===== config.mk =====
export PLATFORM = sky130hd
export DESIGN_NAME = fpa_div_cell
export DESIGN_NICKNAME = d
export VERILOG_FILES = /design/src/fpa_pkg.sv /design/src/fpa_div_cell.sv
export SDC_FILE = /design/constraint.sdc
export NUM_CORES = 1
export LEC_CHECK = 0
export CORE_MARGIN = 10
export CORE_UTILIZATION = 37
export DETAILED_ROUTE_END_ITERATION = 6
export DONT_BUFFER_PORTS = 1
export GPL_TIMING_DRIVEN = 0
export SKIP_CTS_REPAIR_TIMING = 1
export SYNTH_ARGS = -nofsm -noshare
export SYNTH_HDL_FRONTEND = slang
export SYNTH_SLANG_ARGS = --single-unit

===== constraint.sdc =====
create_clock -name clk -period 2 [get_ports clk]
set_input_delay 0.2 -clock clk [delete_from_list [all_inputs] [get_ports clk]]
set_output_delay 0.2 -clock clk [all_outputs]
set_load 0.1 [all_outputs]

===== src/fpa_pkg.sv =====
// Package for the fixed-point ALU: command codes and the beat carried along the divider chain.
// No dependencies.
package fpa_pkg;

    localparam logic [3:0] CMD_ADD      = 4'd0;
    localparam logic [3:0] CMD_SUB      = 4'd1;
    localparam logic [3:0] CMD_MUL      = 4'd2;
    localparam logic [3:0] CMD_DIV      = 4'd3;
    localparam logic [3:0] CMD_INC      = 4'd4;
    localparam logic [3:0] CMD_DEC      = 4'd5;
    localparam logic [3:0] CMD_MIN      = 4'd6;
    localparam logic [3:0] CMD_MAX      = 4'd7;
    localparam logic [3:0] CMD_TO_INT   = 4'd8;
    localparam logic [3:0] CMD_FROM_INT = 4'd9;

    // Side information that rides with each beat down the chain.
    typedef struct packed {
        logic        valid;
        logic [3:0]  command;
        logic        less;
        logic        equal;
        logic        greater;
        logic        neg;
        logic        div_zero;
        logic        early_ovf;
        logic [31:0] early_result;
    } fpa_ctl_t;

endpackage


===== src/fpa_div_cell.sv =====
// One restoring-division cell: shifts in one numerator bit, retires one quotient bit.
// Depends on fpa_pkg.
module fpa_div_cell #(
    parameter int W  = 32,
    parameter int NW = 40,
    parameter int QW = 40
) (
    input  logic               clk,
    input  logic               rst_n,
    input  logic               adv,
    input  fpa_pkg::fpa_ctl_t  ctl_in,
    input  logic [W-1:0]       d_in,
    input  logic [NW-1:0]      n_in,
    input  logic [W:0]         r_in,
    input  logic [QW-1:0]      q_in,
    output fpa_pkg::fpa_ctl_t  ctl_out,
    output logic [W-1:0]       d_out,
    output logic [NW-1:0]      n_out,
    output logic [W:0]         r_out,
    output logic [QW-1:0]      q_out
);
    logic [W+1:0] shifted;
    logic [W+1:0] diff;
    logic         take;
    fpa_pkg::fpa_ctl_t ctl_reg;
    logic [W-1:0]  d_reg;
    logic [NW-1:0] n_reg;
    logic [W:0]    r_reg;
    logic [QW-1:0] q_reg;

    always_comb
    begin
        shifted = {r_in, n_in[NW-1]};
        diff    = shifted - {2'b00, d_in};
        take    = (shifted >= {2'b00, d_in});
    end

    always_ff @(posedge clk or negedge rst_n)
    begin
        if (!rst_n)
        begin
            ctl_reg <= '0;
        end
        else if (adv)
        begin
            ctl_reg <= ctl_in;
        end
    end

    always_ff @(posedge clk)
    begin
        if (adv)
        begin
            d_reg <= d_in;
            n_reg <= {n_in[NW-2:0], 1'b0};
            r_reg <= take ? diff[W:0] : shifted[W:0];
            q_reg <= {q_in[QW-2:0], take};
        end
    end

    assign ctl_out = ctl_reg;
    assign d_out   = d_reg;
    assign n_out   = n_reg;
    assign r_out   = r_reg;
    assign q_out   = q_reg;
endmodule


==> results.rst <==
.. list-table::
   :header-rows: 1

   * - Metric
     - Value
   * - Root buffer selected by CTS
     - sky130_fd_sc_hd__clkbuf_16
   * - Worst setup slack for register-to-register paths
     - 0.65 ns
   * - Worst-case setup margin in the final layout
     - -0.3673 ns
   * - Fraction of the yosys area taken by sequential cells
     - 0.6663
   * - Worst clock skew
     - 0 ns
   * - Number of buffers inserted during clock tree synthesis
     - 17
   * - Share of synthesized flip-flops with an asynchronous set or reset
     - 0.2299
   * - Max clock buf depth
     - 2
   * - Overall via count from detail_route
     - 5,490
   * - # port buffers
     - 0
   * - Signed area change from the synthesized netlist to the final layout
     - 37.31%
   * - Gate count of the mapped netlist
     - 583
   * - Maximum frequency from static timing analysis
     - 422.4 MHz
   * - Final setup TNS
     - -7.643 ns
   * - Clock latency reported for the late side of the worst-skew pair
     - 0.41 ns
   * - Aggregate global routing overflow
     - 0
   * - Util after Layout
     - 0.5132
   * - Count of distinct cell types in the synthesized netlist
     - 56
   * - Starting DRC count in detailed routing
     - 442
   * - Largest net degree at the start of global routing
     - 146
   * - Mapped Nets
     - 807
   * - Mean post-synth cell area
     - 13.90 µm²
   * - Endpoint class of the critical path
     - register
   * - Worst-path clk slew
     - 0.08 ns
   * - Detail-routed net length per standard cell
     - 24.32 µm
   * - Wirelength, routed
     - 26,080 µm
   * - Worst setup path category
     - primary input to register
   * - X dimension of the die
     - 168.0 µm
   * - Wire length of the first global-routing pass
     - 34,400 µm
   * - CP Max Fanout
     - 4
   * - Cell area after placement
     - 8558 µm²
   * - Register bit count reported by yosys
     - 187
   * - Placeable core region
     - 21,690 µm²
   * - Final #Nets
     - 1,003
   * - Post-synth EDFFs
     - 144
   * - Worst hold margin
     - -0.1130 ns
   * - DRT antenna net count
     - 0
   * - Leading cell types in the layout, fill and taps excluded
     - sky130_fd_sc_hd__dlygate4sd3_1 (166), sky130_fd_sc_hd__edfxtp_1 (144), sky130_fd_sc_hd__mux2_2 (44)
   * - Violations in the final reports
     - hold timing, setup timing
   * - Static power due to leakage
     - 4.300 nW
   * - DRT Pass-1 Iters
     - 4
   * - CTS sink cnt
     - 187
   * - CTS tree
     - yes
   * - Worst VDD drop
     - 0.0005354 V
   * - Most frequent standard cell in the layout excluding fill and tap cells
     - sky130_fd_sc_hd__dlygate4sd3_1
   * - Required time of the worst setup path
     - 2.17 ns
   * - Number of cells in the finished layout apart from fillers
     - 1,072
   * - Run status
     - finished with violations
   * - Drc violations
     - 0
   * - Share of post-route cells with drive strength above 1
     - 0.1843
   * - Post-Layout Inst Area
     - 11,130 µm²
   * - Data arrival time of the critical path
     - 2.54 ns
   * - N_diodes
     - 0
   * - Gr usage total
     - 0.1611
   * - Area of the die
     - 28,230 µm²
   * - Number of global-route vias before repair
     - 5,028
   * - Die outline height
     - 168.0 µm
   * - Min cycle time layout
     - 2.367 ns
   * - Final setup violation count
     - 34
   * - Tcrit/Tclk final
     - 1.184
   * - Tightest slew margin relative to the limit
     - 0.3205
   * - Setup WS pre-CTS
     - -1.022 ns
   * - Final weighted congestion in routability-driven placement
     - 0.8322
   * - Post-Syn Area
     - 8105 µm²
   * - Num ports
     - 379
   * - RSZ-0062 raised after global routing
     - true
   * - Dpl hpwl
     - 18,790 µm
   * - Number of filler instances in the final layout
     - 1,802
   * - Synthesis Warnings
     - 0
   * - Total number of placement rows
     - 54
   * - Prevailing post-synth register cell
     - sky130_fd_sc_hd__edfxtp_1
   * - H-Tree Depth
     - 4
   * - Endpoints failing hold
     - 57
   * - Initial antenna violation count
     - 1
   * - Total power of the final layout
     - 12.40 mW
   * - Pwr Density
     - 1114 nW/µm²
   * - Initial Utilization
     - 0.3737
   * - Hold WC Path Type
     - primary input to register
   * - Slew of the pin with the lowest slew margin
     - 1.021 ns
   * - Post-Place Cells
     - 863
   * - Via density
     - 5.121
   * - Maximum Capacitance Violations
     - 0
   * - Number of pins exceeding their max-slew limit in the final report
     - 0
   * - Kind of launch point of the worst setup path
     - primary input
## state kept, by name, summed over array words and instances, names as in the netlist
signal   count
ctl_out     43
q_out       40
n_out       39
r_out       33
d_out       32
## routing by layer
layer / track usage / routed length, µm / vias to the layer above
met5: 0 / 0 / -
met4: 0.04428 / 503 / 0
met3: 0.08265 / 2688 / 29
met2: 0.2863 / 13700 / 259
met1: 0.1617 / 9180 / 2681
li1: - / - / 2521
## power breakdown
group	internal [mW]	total, mW	switching [mW]
Clock	1.67	3.26	1.59
Sequential	4.65	7.72	3.07
Combinational	0.752	1.41	0.662
Total	7.08	12.4	5.32
## synth_stat cells, types with 8 or more instances
cell type                    n  share of area
sky130_fd_sc_hd__a21oi_1    49          0.030
sky130_fd_sc_hd__xnor2_1    18          0.019
sky130_fd_sc_hd__o21ai_0    11         0.0068
sky130_fd_sc_hd__inv_1      42          0.019
sky130_fd_sc_hd__a21o_1      9         0.0083
sky130_fd_sc_hd__xor2_1      9         0.0097
sky130_fd_sc_hd__edfxtp_1  144           0.53
sky130_fd_sc_hd__nor2_1     37          0.017
sky130_fd_sc_hd__ha_1       32          0.049
sky130_fd_sc_hd__nand2_1    36          0.017
sky130_fd_sc_hd__mux2_2     44          0.061
sky130_fd_sc_hd__dfrtp_1    43           0.13
sky130_fd_sc_hd__nand3_1     8         0.0049
sky130_fd_sc_hd__clkbuf_1   11         0.0051
## final cells by class
cell class	count	area, µm²	area share
Clock inverter	14	148.9	0.01338
Inverter	43	173.9	0.01563
Buffer	12	106.4	0.009556
Timing Repair Buffer	182	1851	0.1663
Clock buffer	18	429.2	0.03856
Multi-Input combinational cell	336	2670	0.2399
Sequential cell	187	5400	0.4852
Tap cell	280	350.3	0.03148
## critical path, stage by stage
cell and delay, ns:
sky130_fd_sc_hd__inv_12 0.03, sky130_fd_sc_hd__ha_4 0.13, sky130_fd_sc_hd__inv_2 0.04, sky130_fd_sc_hd__fa_2 0.38, sky130_fd_sc_hd__a211oi_2 0.22, sky130_fd_sc_hd__o211a_1 0.23, sky130_fd_sc_hd__nor2_2 0.06, sky130_fd_sc_hd__a21o_1 0.15
sky130_fd_sc_hd__a311o_1 0.33, sky130_fd_sc_hd__a311oi_2 0.35, sky130_fd_sc_hd__o21ai_1 0.10, sky130_fd_sc_hd__mux2_1 0.32
## cells by family after synthesis
logic type,Yosys count,synth area share
AO/OA/AOI/OAI,117,0.09710
XOR/XNOR,27,0.02918
adder cells (fa/ha/maj),33,0.05187
buffers and inverters,60,0.02902
flip-flops,187,0.6663
multiplexers,45,0.06252
other,1,0.0004627
AND/OR/NAND/NOR,113,0.06360
## path summary, 6_finish.rpt
kind,startpoint,endpoint,depth (start not counted)
setup / recovery,n_in[39],r_out[32]$_DFFE_PP_,12
hold / removal,adv,q_out[0]$_DFFE_PP_,0
setup reg to reg,ctl_out[3]$_DFFE_PN0P_,ctl_out[3]$_DFFE_PN0P_,1
hold reg to reg,ctl_out[4]$_DFFE_PN0P_,ctl_out[4]$_DFFE_PN0P_,1
min in group asynchronous,rst_n,ctl_out[11]$_DFFE_PN0P_,2
max in group asynchronous,rst_n,ctl_out[25]$_DFFE_PN0P_,2
(Power assumes the default switching activity.)
